`src/cmb_enum_pkg.sv`:
```
// ----------------------------------------------------------------------------
// Combination enumerator package
// Shared widths, register indexes, controller states and the command and
// status words that pass between the controller and the datapath.
// ----------------------------------------------------------------------------
package cmb_enum_pkg;

    localparam int ELEM_W     = 4;
    localparam int CFG_IDX_W  = 2;
    localparam int CFG_DATA_W = 4;

    localparam logic [CFG_IDX_W-1:0] CFG_SET_SIZE   = 2'd0;
    localparam logic [CFG_IDX_W-1:0] CFG_PICK_COUNT = 2'd1;

    localparam logic [CFG_DATA_W-1:0] SET_SIZE_RST   = 4'd4;
    localparam logic [CFG_DATA_W-1:0] PICK_COUNT_RST = 4'd2;

    typedef enum logic [3:0] {
        S_IDLE   = 4'b0001,
        S_EMIT   = 4'b0010,
        S_REFILL = 4'b0100,
        S_FINAL  = 4'b1000
    } t_state;

    typedef struct packed {
        logic load;
        logic start_emit;
        logic emit;
        logic start_refill;
        logic refill;
        logic emit_final;
        logic set_exh;
    } t_dp_cmd;

    typedef struct packed {
        logic out_free;
        logic started;
        logic exhausted;
        logic m_gt_n;
        logic m_zero;
        logic ptr_last;
        logic found_now;
    } t_dp_status;

endpackage

```
`src/cmb_enum_if.sv`:
```
// ----------------------------------------------------------------------------
// Combination enumerator channels
// Request, result and register write channels, each with valid and ready.
// ----------------------------------------------------------------------------
interface cmb_enum_in_if;
    logic valid;
    logic ready;
    logic restart;

    modport source (output valid, output restart, input ready);
    modport sink   (input valid, input restart, output ready);
endinterface

interface cmb_enum_out_if;
    logic                            valid;
    logic                            ready;
    logic [cmb_enum_pkg::ELEM_W-1:0] element;
    logic                            last_in_set;
    logic                            empty_set;
    logic                            finished;

    modport source (output valid, output element, output last_in_set,
                    output empty_set, output finished, input ready);
    modport sink   (input valid, input element, input last_in_set,
                    input empty_set, input finished, output ready);
endinterface

interface cmb_enum_cfg_if;
    logic                                valid;
    logic                                ready;
    logic [cmb_enum_pkg::CFG_IDX_W-1:0]  index;
    logic [cmb_enum_pkg::CFG_DATA_W-1:0] data;

    modport source (output valid, output index, output data, input ready);
    modport sink   (input valid, input index, input data, output ready);
endinterface

```
`src/cmb_enum_ctrl.sv`:
```
// ----------------------------------------------------------------------------
// Combination enumerator controller
// Sequences request decoding, element emission and the refill of the
// index registers after the successor position has been found.
// ----------------------------------------------------------------------------
module cmb_enum_ctrl (
    input  logic                     i_clk,
    input  logic                     i_rst_n,
    cmb_enum_in_if.sink              i_in,
    input  cmb_enum_pkg::t_dp_status i_status,
    output cmb_enum_pkg::t_dp_cmd    o_cmd
);

    cmb_enum_pkg::t_state r_state;
    cmb_enum_pkg::t_state n_state;

    always_ff @(posedge i_clk) begin
        if (!i_rst_n) begin
            r_state <= cmb_enum_pkg::S_IDLE;
        end else begin
            r_state <= n_state;
        end
    end

    always_comb begin
        n_state    = r_state;
        o_cmd      = '0;
        i_in.ready = 1'b0;
        unique case (r_state)
            cmb_enum_pkg::S_IDLE: begin
                i_in.ready = 1'b1;
                if (i_in.valid) begin
                    o_cmd.load = i_in.restart || !i_status.started;
                    if (!i_in.restart) begin
                        if ((i_status.started && i_status.exhausted) ||
                            i_status.m_gt_n || i_status.m_zero) begin
                            n_state = cmb_enum_pkg::S_FINAL;
                        end else begin
                            o_cmd.start_emit = 1'b1;
                            n_state          = cmb_enum_pkg::S_EMIT;
                        end
                    end
                end
            end
            cmb_enum_pkg::S_FINAL: begin
                if (i_status.out_free) begin
                    o_cmd.emit_final = 1'b1;
                    n_state          = cmb_enum_pkg::S_IDLE;
                end
            end
            cmb_enum_pkg::S_EMIT: begin
                if (i_status.out_free) begin
                    o_cmd.emit = 1'b1;
                    if (i_status.ptr_last) begin
                        if (i_status.found_now) begin
                            o_cmd.start_refill = 1'b1;
                            n_state            = cmb_enum_pkg::S_REFILL;
                        end else begin
                            o_cmd.set_exh = 1'b1;
                            n_state       = cmb_enum_pkg::S_IDLE;
                        end
                    end
                end
            end
            cmb_enum_pkg::S_REFILL: begin
                o_cmd.refill = 1'b1;
                if (i_status.ptr_last) begin
                    n_state = cmb_enum_pkg::S_IDLE;
                end
            end
            default: begin
                n_state = cmb_enum_pkg::S_IDLE;
            end
        endcase
    end

endmodule

```
`src/cmb_enum_dp.sv`:
```
// ----------------------------------------------------------------------------
// Combination enumerator datapath
// Holds the register settings, the index registers of the current
// combination, the walking pointer and the output word register.
// ----------------------------------------------------------------------------
module cmb_enum_dp #(
    parameter int MAX_N = 8
) (
    input  logic                      i_clk,
    input  logic                      i_rst_n,
    cmb_enum_cfg_if.sink              i_cfg,
    cmb_enum_out_if.source            o_out,
    input  cmb_enum_pkg::t_dp_cmd     i_cmd,
    output cmb_enum_pkg::t_dp_status  o_status
);

    localparam int CW = $clog2(MAX_N + 1);
    localparam int SW = (CW > cmb_enum_pkg::CFG_DATA_W) ? CW : cmb_enum_pkg::CFG_DATA_W;
    localparam int PW = (MAX_N > 1) ? $clog2(MAX_N) : 1;

    logic [cmb_enum_pkg::CFG_DATA_W-1:0] r_set_size;
    logic [cmb_enum_pkg::CFG_DATA_W-1:0] r_pick_count;
    logic                                r_started;
    logic                                r_exhausted;
    logic [CW-1:0]                       r_idx [MAX_N];
    logic [PW-1:0]                       r_ptr;
    logic [PW-1:0]                       r_pos;
    logic                                r_found;
    logic                                r_first;
    logic [CW-1:0]                       r_fill;
    logic                                r_out_valid;
    logic [cmb_enum_pkg::ELEM_W-1:0]     r_element;
    logic                                r_last;
    logic                                r_empty;
    logic                                r_finished;

    logic [SW-1:0] n_ext;
    logic [SW-1:0] m_ext;
    logic [CW-1:0] eff_n;
    logic [CW-1:0] eff_m;
    logic [CW-1:0] rd;
    logic [CW-1:0] wdata;
    logic [CW-1:0] ptr_plus1;
    logic [CW:0]   lhs;
    logic [CW:0]   rhs;
    logic          below_limit;
    logic          found_now;
    logic [PW-1:0] pos_now;
    logic          cfg_hit;
    logic          out_free;
    logic          fin_kind;

    assign n_ext = SW'(r_set_size);
    assign m_ext = SW'(r_pick_count);
    assign eff_n = (n_ext > SW'(MAX_N)) ? CW'(MAX_N) : CW'(n_ext);
    assign eff_m = (m_ext > SW'(MAX_N)) ? CW'(MAX_N) : CW'(m_ext);

    assign rd        = r_idx[r_ptr];
    assign ptr_plus1 = CW'(r_ptr) + CW'(1);

    // The position may still grow while idx + m < n + 1 + pos.
    assign lhs         = (CW+1)'(rd) + (CW+1)'(eff_m);
    assign rhs         = (CW+1)'(eff_n) + (CW+1)'(ptr_plus1);
    assign below_limit = lhs < rhs;
    assign found_now   = below_limit || r_found;
    assign pos_now     = below_limit ? r_ptr : r_pos;

    assign wdata    = r_first ? (rd + CW'(1)) : (r_fill + CW'(1));
    assign out_free = !r_out_valid || o_out.ready;
    assign fin_kind = r_exhausted || (eff_m > eff_n);

    always_comb begin
        cfg_hit = 1'b0;
        unique case (i_cfg.index)
            cmb_enum_pkg::CFG_SET_SIZE:   cfg_hit = i_cfg.valid;
            cmb_enum_pkg::CFG_PICK_COUNT: cfg_hit = i_cfg.valid;
            default:                      cfg_hit = 1'b0;
        endcase
    end

    assign i_cfg.ready = 1'b1;

    assign o_status.out_free  = out_free;
    assign o_status.started   = r_started;
    assign o_status.exhausted = r_exhausted;
    assign o_status.m_gt_n    = eff_m > eff_n;
    assign o_status.m_zero    = eff_m == '0;
    assign o_status.ptr_last  = ptr_plus1 == eff_m;
    assign o_status.found_now = found_now;

    assign o_out.valid       = r_out_valid;
    assign o_out.element     = r_element;
    assign o_out.last_in_set = r_last;
    assign o_out.empty_set   = r_empty;
    assign o_out.finished    = r_finished;

    always_ff @(posedge i_clk) begin
        if (!i_rst_n) begin
            r_set_size   <= cmb_enum_pkg::SET_SIZE_RST;
            r_pick_count <= cmb_enum_pkg::PICK_COUNT_RST;
            r_started    <= 1'b0;
            r_exhausted  <= 1'b0;
            r_out_valid  <= 1'b0;
        end else begin
            if (i_cfg.valid && (i_cfg.index == cmb_enum_pkg::CFG_SET_SIZE)) begin
                r_set_size <= i_cfg.data;
            end
            if (i_cfg.valid && (i_cfg.index == cmb_enum_pkg::CFG_PICK_COUNT)) begin
                r_pick_count <= i_cfg.data;
            end
            if (cfg_hit) begin
                r_started   <= 1'b0;
                r_exhausted <= 1'b0;
            end else if (i_cmd.load) begin
                r_started   <= 1'b1;
                r_exhausted <= 1'b0;
            end else if (i_cmd.emit_final || i_cmd.set_exh) begin
                r_exhausted <= 1'b1;
            end
            if (i_cmd.emit || i_cmd.emit_final) begin
                r_out_valid <= 1'b1;
            end else if (o_out.ready) begin
                r_out_valid <= 1'b0;
            end
        end
    end

    always_ff @(posedge i_clk) begin
        if (i_cmd.load) begin
            for (int i = 0; i < MAX_N; i++) begin
                r_idx[i] <= CW'(i + 1);
            end
        end else if (i_cmd.refill) begin
            r_idx[r_ptr] <= wdata;
        end

        if (i_cmd.start_emit) begin
            r_ptr   <= '0;
            r_found <= 1'b0;
        end else if (i_cmd.start_refill) begin
            r_ptr   <= pos_now;
            r_first <= 1'b1;
        end else if (i_cmd.emit) begin
            r_ptr   <= r_ptr + PW'(1);
            r_found <= found_now;
            r_pos   <= pos_now;
        end else if (i_cmd.refill) begin
            r_ptr   <= r_ptr + PW'(1);
            r_fill  <= wdata;
            r_first <= 1'b0;
        end

        if (i_cmd.emit) begin
            r_element  <= cmb_enum_pkg::ELEM_W'(rd);
            r_last     <= ptr_plus1 == eff_m;
            r_empty    <= 1'b0;
            r_finished <= 1'b0;
        end else if (i_cmd.emit_final) begin
            r_element  <= '0;
            r_last     <= 1'b1;
            r_empty    <= !fin_kind;
            r_finished <= fin_kind;
        end
    end

endmodule

```
`src/combination_enumerator_core.sv`:
```
// ----------------------------------------------------------------------------
// Combination enumerator core
// Lists the m-element subsets of {1..n} in lexicographic order, one element
// per output word, smallest element first.
// ----------------------------------------------------------------------------
// Usage: registers set_size (index 0) and pick_count (index 1) are to be
// written on i_cfg by the user only while the block is idle, which the block
// does not enforce; a write clears the enumeration so that the next request
// begins at {1..m}. Values above MAX_N are saturated. A request word on i_in
// with restart high reloads {1..m} and gives no output. With restart low the
// current combination leaves on o_out as m words, the final one marked by
// last_in_set, and the successor is formed. An empty pick count gives one
// empty_set word, and a request with nothing left gives one finished word.
// Timing: the request is taken in the idle state, then one element leaves per
// cycle from the single read port of the index registers while the receiver
// takes words, followed by the refill of the index registers from the bumped
// position up to the last one in use. No new request is taken until the block
// is idle again; a finished or empty_set word is sent from its own state. A
// stalled receiver holds the output register and the walk pauses with it.
// After reset the settings are n = 4 and m = 2 and the block is idle.
// ----------------------------------------------------------------------------
module combination_enumerator_core #(
    parameter int MAX_N = 8
) (
    input  logic             i_clk,
    input  logic             i_rst_n,
    cmb_enum_in_if.sink      i_in,
    cmb_enum_out_if.source   o_out,
    cmb_enum_cfg_if.sink     i_cfg
);

    cmb_enum_pkg::t_dp_cmd    cmd;
    cmb_enum_pkg::t_dp_status status;

    cmb_enum_ctrl u_ctrl (
        .i_clk    (i_clk),
        .i_rst_n  (i_rst_n),
        .i_in     (i_in),
        .i_status (status),
        .o_cmd    (cmd)
    );

    cmb_enum_dp #(
        .MAX_N (MAX_N)
    ) u_dp (
        .i_clk    (i_clk),
        .i_rst_n  (i_rst_n),
        .i_cfg    (i_cfg),
        .o_out    (o_out),
        .i_cmd    (cmd),
        .o_status (status)
    );

    a_busy_after_next: assert property (@(posedge i_clk) disable iff (!i_rst_n)
        (i_in.valid && i_in.ready && !i_in.restart) |=> !i_in.ready)
        else $error("Request port ready while a request is in progress.");

    a_ready_after_restart: assert property (@(posedge i_clk) disable iff (!i_rst_n)
        (i_in.valid && i_in.ready && i_in.restart) |=> i_in.ready)
        else $error("Restart did not complete in one cycle.");

    a_special_word: assert property (@(posedge i_clk) disable iff (!i_rst_n)
        (o_out.valid && (o_out.finished || o_out.empty_set)) |->
        (o_out.last_in_set && (o_out.element == '0) &&
         !(o_out.finished && o_out.empty_set)))
        else $error("Malformed finished or empty set word.");

endmodule
```
`src/flat_wrapper.sv`:
```
// flat-port wrapper written by rule: the top's interface ports become plain ports
module combination_enumerator_core_flat 
#(
    parameter int MAX_N = 8
)
  (i_clk, i_rst_n, i_in_valid, i_in_restart, i_in_ready, o_out_valid, o_out_element, o_out_last_in_set, o_out_empty_set, o_out_finished, o_out_ready, i_cfg_valid, i_cfg_index, i_cfg_data, i_cfg_ready);
  cmb_enum_in_if i_in_i ();
  cmb_enum_out_if o_out_i ();
  cmb_enum_cfg_if i_cfg_i ();
  input  logic i_clk;
  input  logic i_rst_n;
  input wire logic [$bits(i_in_i.valid)-1:0] i_in_valid;
  input wire logic [$bits(i_in_i.restart)-1:0] i_in_restart;
  output wire logic [$bits(i_in_i.ready)-1:0] i_in_ready;
  output wire logic [$bits(o_out_i.valid)-1:0] o_out_valid;
  output wire logic [$bits(o_out_i.element)-1:0] o_out_element;
  output wire logic [$bits(o_out_i.last_in_set)-1:0] o_out_last_in_set;
  output wire logic [$bits(o_out_i.empty_set)-1:0] o_out_empty_set;
  output wire logic [$bits(o_out_i.finished)-1:0] o_out_finished;
  input wire logic [$bits(o_out_i.ready)-1:0] o_out_ready;
  input wire logic [$bits(i_cfg_i.valid)-1:0] i_cfg_valid;
  input wire logic [$bits(i_cfg_i.index)-1:0] i_cfg_index;
  input wire logic [$bits(i_cfg_i.data)-1:0] i_cfg_data;
  output wire logic [$bits(i_cfg_i.ready)-1:0] i_cfg_ready;
  assign i_in_i.valid = i_in_valid;
  assign i_in_i.restart = i_in_restart;
  assign i_in_ready = i_in_i.ready;
  assign o_out_valid = o_out_i.valid;
  assign o_out_element = o_out_i.element;
  assign o_out_last_in_set = o_out_i.last_in_set;
  assign o_out_empty_set = o_out_i.empty_set;
  assign o_out_finished = o_out_i.finished;
  assign o_out_i.ready = o_out_ready;
  assign i_cfg_i.valid = i_cfg_valid;
  assign i_cfg_i.index = i_cfg_index;
  assign i_cfg_i.data = i_cfg_data;
  assign i_cfg_ready = i_cfg_i.ready;
  combination_enumerator_core #(.MAX_N(MAX_N)) u_core (.i_clk(i_clk), .i_rst_n(i_rst_n), .i_in(i_in_i), .o_out(o_out_i), .i_cfg(i_cfg_i));
endmodule
```
`config.mk`:
```
export PLATFORM = sky130hd
export DESIGN_NAME = combination_enumerator_core_flat
export DESIGN_NICKNAME = d
export VERILOG_FILES = /design/src/cmb_enum_pkg.sv /design/src/cmb_enum_if.sv /design/src/cmb_enum_ctrl.sv /design/src/cmb_enum_dp.sv /design/src/combination_enumerator_core.sv /design/src/flat_wrapper.sv
export SDC_FILE = /design/constraint.sdc
export NUM_CORES = 1
export LEC_CHECK = 0
export BUFFER_PORTS_ARGS = -buffer_cell sky130_fd_sc_hd__buf_2
export CORE_ASPECT_RATIO = 1.2
export CORE_UTILIZATION = 61
export DETAILED_ROUTE_END_ITERATION = 8
export PLACE_DENSITY = 0.85
export SYNTH_ARGS = -nofsm -noshare
export SYNTH_HDL_FRONTEND = slang
export SYNTH_SLANG_ARGS = --single-unit
```
`constraint.sdc`:
```
create_clock -name i_clk -period 4.5 [get_ports i_clk]
set_input_delay 0.45 -clock i_clk [delete_from_list [all_inputs] [get_ports i_clk]]
set_output_delay 0.45 -clock i_clk [all_outputs]
set_load 0.01 [all_outputs]
```
=== Word-level counts from Yosys, hierarchy flattened ===
Memory sizes are Yosys's and may differ from the RTL's. A register that Yosys moved wholly into a read port is not among the register bits.
Cells that the tools add are included.

* Output and inout port bits: 10
* Register bits after elaboration: 34
* RAM bits: 32
* Memories: 1
* Bits of input ports: 12
* Logic and storage cells: 123

{| class="wikitable"
|+ Memories
! memory !! words !! width !! read ports !! clocked after Yosys merged registers in !! write ports !! RTL line !! RTL
|-
| u_core.u_dp.r_idx || 8 || 4 || 1 || 1 || 8 || cmb_enum_dp.sv:25 || <nowiki>logic [CW-1:0] r_idx [MAX_N];</nowiki>
|}

* $lt $le $gt $ge: 4
* Eq/ne operators: 13
* Bitwise operators: 4
* Multiplexer cells: 51
* Reduce and logical (&&, ||, !) cells: 29
* $add $sub $neg: 6

{| class="wikitable"
|+ Operators by type and width
! cell !! number
|-
| $mux W4 || 13
|-
| $mux W1 || 25
|-
| $mux W3 || 8
|-
| $pmux W4 S4 || 1
|-
| $add A4 B4 Y5 || 2
|-
| $add A4 B1 Y4 const B || 2
|-
| $gt A4 B4 Y1 const B || 2
|-
| $logic_or A1 B1 Y1 || 8
|-
| $mux W2 || 4
|-
| $ne A2 B2 Y1 const B || 4
|-
| $ne A2 B1 Y1 const B || 3
|-
| $reduce_and A3 Y1 || 2
|-
| $reduce_and A6 Y1 || 1
|-
| $reduce_bool A2 Y1 || 3
|-
| $lt A5 B5 Y1 || 1
|-
| $add A3 B1 Y4 const B || 1
|-
| $eq A4 B1 Y1 const B || 1
|-
| $eq A4 B2 Y1 const B || 1
|-
| $eq A4 B3 Y1 const B || 1
|-
| $eq A4 B4 Y1 || 1
|-
| $eq A4 B4 Y1 const B || 1
|-
| $gt A4 B4 Y1 || 1
|-
| $logic_not A4 Y1 || 1
|-
| $not A1 Y1 || 4
|-
| 11 further kinds || 16
|}

=== Longest topological paths before layout ===
* Word-level depth: 13
* Gate-level depth with buffers: 14
* Gate-level depth less buffers: 14

=== Hierarchy ===
Synthesis repeated with hierarchy kept, for this count alone.

* Cells, all modules: 341
* Area total of the unflattened synthesis: 3831.2 um^2

{| class="wikitable"
|+ By module, submodules not included
! module !! sequential area each (um^2) !! area an instance (um^2) !! cells each !! instances
|-
| cmb_enum_dp || 1751.7 || 3532.1 || 305 || 1
|-
| cmb_enum_ctrl || 80.1 || 299.0 || 36 || 1
|}

=== Least setup slack after synthesis ===
Ideal clock, no wire load.

* Kind: register to register
* From: register with a tool-made name
* To: register u_core.u_dp.r_first (enable)
* Arrival: 3.623 ns
* Buffers on the path: 1
* Library setup time: 0.249 ns
* Cell stages (with the launch flop): 14
* Clock period less this slack: 3.872 ns
* Setup slack: 0.628 ns
* Required time: 4.251 ns
* Cells stage by stage: dfxtp_1 buf_2 mux4_2 mux2_2 ha_1 fa_1 a21o_1 a21o_1 ha_1 nand2_1 or2_2 o22ai_1 nor4_4 or2_2

{| class="wikitable"
|+ RTL lines
! element !! RTL line !! RTL
|-
| to (signal assigned) || cmb_enum_dp.sv:142 || <nowiki>r_first <= 1'b1;</nowiki>
|-
| to (signal assigned) || cmb_enum_dp.sv:150 || <nowiki>r_first <= 1'b0;</nowiki>
|-
| to (decl) || cmb_enum_dp.sv:29 || <nowiki>logic r_first;</nowiki>
|}

==> impl_metrics.env <==
export IMPL_grt_pass1_wl_mm=13.2
export IMPL_grt_overflow=0
export IMPL_ant_nets=0
export IMPL_final_area_um2=4200
export IMPL_hp_class="input port to flop"
export IMPL_setup_tns_ns=0
export IMPL_powerDensity_nw_per_um2=447
export IMPL_finalSetupViolations=0
export IMPL_ys_async_sr_fraction_pct=0
export IMPL_drt_iter0_markers=149
export IMPL_final_hold_violation_count=0
export IMPL_synth_area_leaders="edfxtp_1 35%, dfxtp_1 12%, ha_1 5.9%"
export IMPL_ir_drop_v=0.000327
export IMPL_synth_top_cell_area_share_pct=35.1
export IMPL_nFillCells=464
export IMPL_drtPass1Iterations=5
export IMPL_intPower_uw=1270
export IMPL_cts_max_path_buffers=2
export IMPL_ys_warn_count=0
export IMPL_p_sw_uw=608
export IMPL_place_congestion=0.884
export IMPL_dpl_hpwl_mm=6.23
export IMPL_io_pins=22
export IMPL_numCtsBuffers=9
export IMPL_core_region_area_um2=6050
export IMPL_fin_ws_ns=0.307
export IMPL_status="finished, final reports clean"
export IMPL_cp_top_family="adder cells"
export IMPL_synthFlopType="edfxtp_1"
export IMPL_finalNetCount=410
export IMPL_cts_root_buf="clkbuf_8"
export IMPL_wirelength_mm=8.29
export IMPL_clkTransAtPathRegs_ns=0.08
export IMPL_crit_type="flop to flop"
export IMPL_endpoint_kind="flop"
export IMPL_p_clk_share_pct=29.8
export IMPL_worstPathRequired_ns=4.78
export IMPL_htree_levels=3
export IMPL_dieHeight_um=89
export IMPL_start_util_pct=63.6
export IMPL_fmax_mhz=238
export IMPL_synthDistinctLibCells=62
export IMPL_antenna_found_initial=0
export IMPL_rsz0062_at_grt="no"
export IMPL_synth_top_cell_by_area="edfxtp_1"
export IMPL_rows=31
export IMPL_place_ws_ns=0.360
export IMPL_grt_use_total_pct=27.4
export IMPL_dr_total_vias=2795
export IMPL_slowest_stage="mux4_2"
export IMPL_leakage_uw=0.00167
export IMPL_ys_seq_elements=69
export IMPL_die_x_um=74.5
export IMPL_drv_cap=0
export IMPL_slew_headroom_pct=32.1
export IMPL_whs_ns=0.342
export IMPL_p_seq_share_pct=42.2
export IMPL_slew_viol_final=0
export IMPL_cts_resized=0
export IMPL_drive_gt1_share_pct=17.5
export IMPL_postCtsHoldBufs=0
export IMPL_worst_ep_arrival_time_ns=4.48
export IMPL_multi_input_area_um2=1860
export IMPL_regArea_um2=1830
export IMPL_critical_path_max_stage_delay_ns=0.52
export IMPL_skew_ns=0.00957
export IMPL_dieArea_um2=6630
export IMPL_fin_crit_sh_pct=93.2
export IMPL_crit_path_cell_trace="mux4_2, mux2_2, ha_1, fa_1, a21o_1, a21o_1, ha_1, nand2_1, or2_2, o22ai_1, nor4_4, nor4_1, o31a_1"
export IMPL_post_drt_wl_per_cell_um=17.8
export IMPL_cts_tree="built"
export IMPL_grt_max_degree=18
export IMPL_syn2layout_area_growth_pct=9.24
export IMPL_startpoint_type="flop"
export IMPL_vias_per_cell=6.01
export IMPL_drc=0
export IMPL_share_comb_of_total_power_pct=28.0
export IMPL_tightest_slew_ns=1.02
export IMPL_grt_pass1_vias=2737
export IMPL_finalCriticalPeriod_ns=4.19
export IMPL_synth_edf_count=45
export IMPL_syn_inst=362
export IMPL_cp_buffers_inverters=0
export IMPL_path_max_fanout=8
export IMPL_insertedDiodeCount=0
export IMPL_ys_seq_area_share_pct=47.6
export IMPL_clock_sinks=69
export IMPL_sw_frac_of_total_pct=32.4
export IMPL_synth_nets=394
export IMPL_avgSynthCellArea_um2=10.6
export IMPL_portBuffers=20
export IMPL_utilization_pct=69.5
export IMPL_synth_area_um2=3850
export IMPL_clk_latency_ns=0.34
export IMPL_postPlaceCellArea_um2=3980
export IMPL_cts_setup_buffers=0
[cell usage in the layout, fill, tap and decap left out, types with 3 or more instances in the layout]
cell type	Yosys	layout
edfxtp_1	45	45
nand2_1	42	42
nor2_1	38	38
dfxtp_1	24	24
buf_2	4	20
inv_1	18	18
o21ai_0	18	18
ha_1	18	18
nand3_1	14	14
nor2b_1	10	10
nand2b_1	9	9
a21oi_1	9	9
clkbuf_8	0	9
mux4_2	8	8
a21o_1	8	8
xor2_1	5	5
o21a_1	5	5
mux2i_1	5	5
mux2_2	4	4
and3_1	4	4
and2_1	4	4
or2_2	4	4
a21boi_0	4	4
inv_2	3	3
o211ai_1	3	3
nor4_1	3	3
[area by class of cell]
type                    instances  area share (%)
clock buffers                   9            2.95
well taps                      82            2.44
flip-flops and latches         69            43.6
multi-input cells             256            44.3
clock inverters                 7            2.32
repair buffers                 21            2.56
inverters                      21            1.88
[path summary, 6_finish.rpt]
check,startpoint,end,slack [ns],depth (start not counted)
worst max register to register,flop,u_core.u_dp.r_ptr[2],0.31,13
worst min register to register,u_core.u_dp.n_ext[0],u_core.u_dp.n_ext[0],0.48,2
worst min-delay path,i_cfg_data[2],u_core.u_dp.n_ext[2],0.34,3
worst max-delay path,flop,u_core.u_dp.r_ptr[2],0.31,13
[metrics by stage]
stage | power, uW | std cells
after floorplan | 1190 | 362
after global placement | 1310 | 449
after detailed placement | 1330 | 449
after CTS | 1870 | 465
after global routing | 1970 | 465
final | 1880 | 465
[state kept, by name, indices dropped and copies added, names as in the netlist, 3 cells and up, named ones only]
register and cells:
u_core.u_dp.r_idx 32, u_core.u_ctrl.r_state 4, u_core.u_dp.m_ext 4, u_core.u_dp.r_fill 4, u_core.u_dp.r_ptr 3, u_core.u_dp.r_pos 3, u_core.u_dp.o_out.element 4, u_core.u_dp.n_ext 4
[cell families (layout without fill, tap and decap cells)]
| family | count (synthesis) | after routing | share of synthesized area, % |
|---|---|---|---|
| mux | 20 | 20 | 8.49 |
| compound gates | 64 | 64 | 11.3 |
| simple gates | 141 | 141 | 18.6 |
| buf+inv | 37 | 58 | 4.03 |
| fa+ha+maj | 20 | 20 | 6.89 |
| xor+xnor | 10 | 10 | 3.02 |
| flops | 69 | 69 | 47.6 |
| other cells | 1 | 1 | 0.0975 |
[tightest hold or removal path, cell delays in order]
cell and delay, ns:
buf_2 0.09, nand2_1 0.04, nand3_1 0.07
[Yosys cell counts (2+ instances only)]
cell and number:
a21boi_0 4, a21o_1 8, a21oi_1 9, and2_1 4, and3_1 4, buf_2 4
clkbuf_1 9, dfxtp_1 24, edfxtp_1 45, fa_1 2, ha_1 18, inv_1 18
inv_2 3, mux2_2 4, mux2i_1 5, mux4_2 8, nand2_1 42, nand2b_1 9
nand3_1 14, nand3b_1 2, nand4b_1 2, nor2_1 38, nor2b_1 10, nor3_1 2
nor4_1 3, o211ai_1 3, o21a_1 5, o21ai_0 18, o22ai_1 2, o31a_1 2
or2_2 4, xnor2_1 2, xor2_1 5, xor2_2 2
[per-layer routing]
metal	track usage, %	vias to the layer above	share of wire [%]
met2	48.6	113	53
li1	-	1324	-
met5	0	-	0
met4	14.4	0	4.4
met1	30.6	1325	38
met3	5.52	33	5.2
[power groups by stage]
stage	clock (uW)	sequential [uW]	combinational, uW
final	560	792	525
after global routing	590	798	583
after global placement	0	803	503
after CTS	560	792	522
after floorplan	0	776	419
after detailed placement	0	807	519
(Power assumes the default switching activity.)
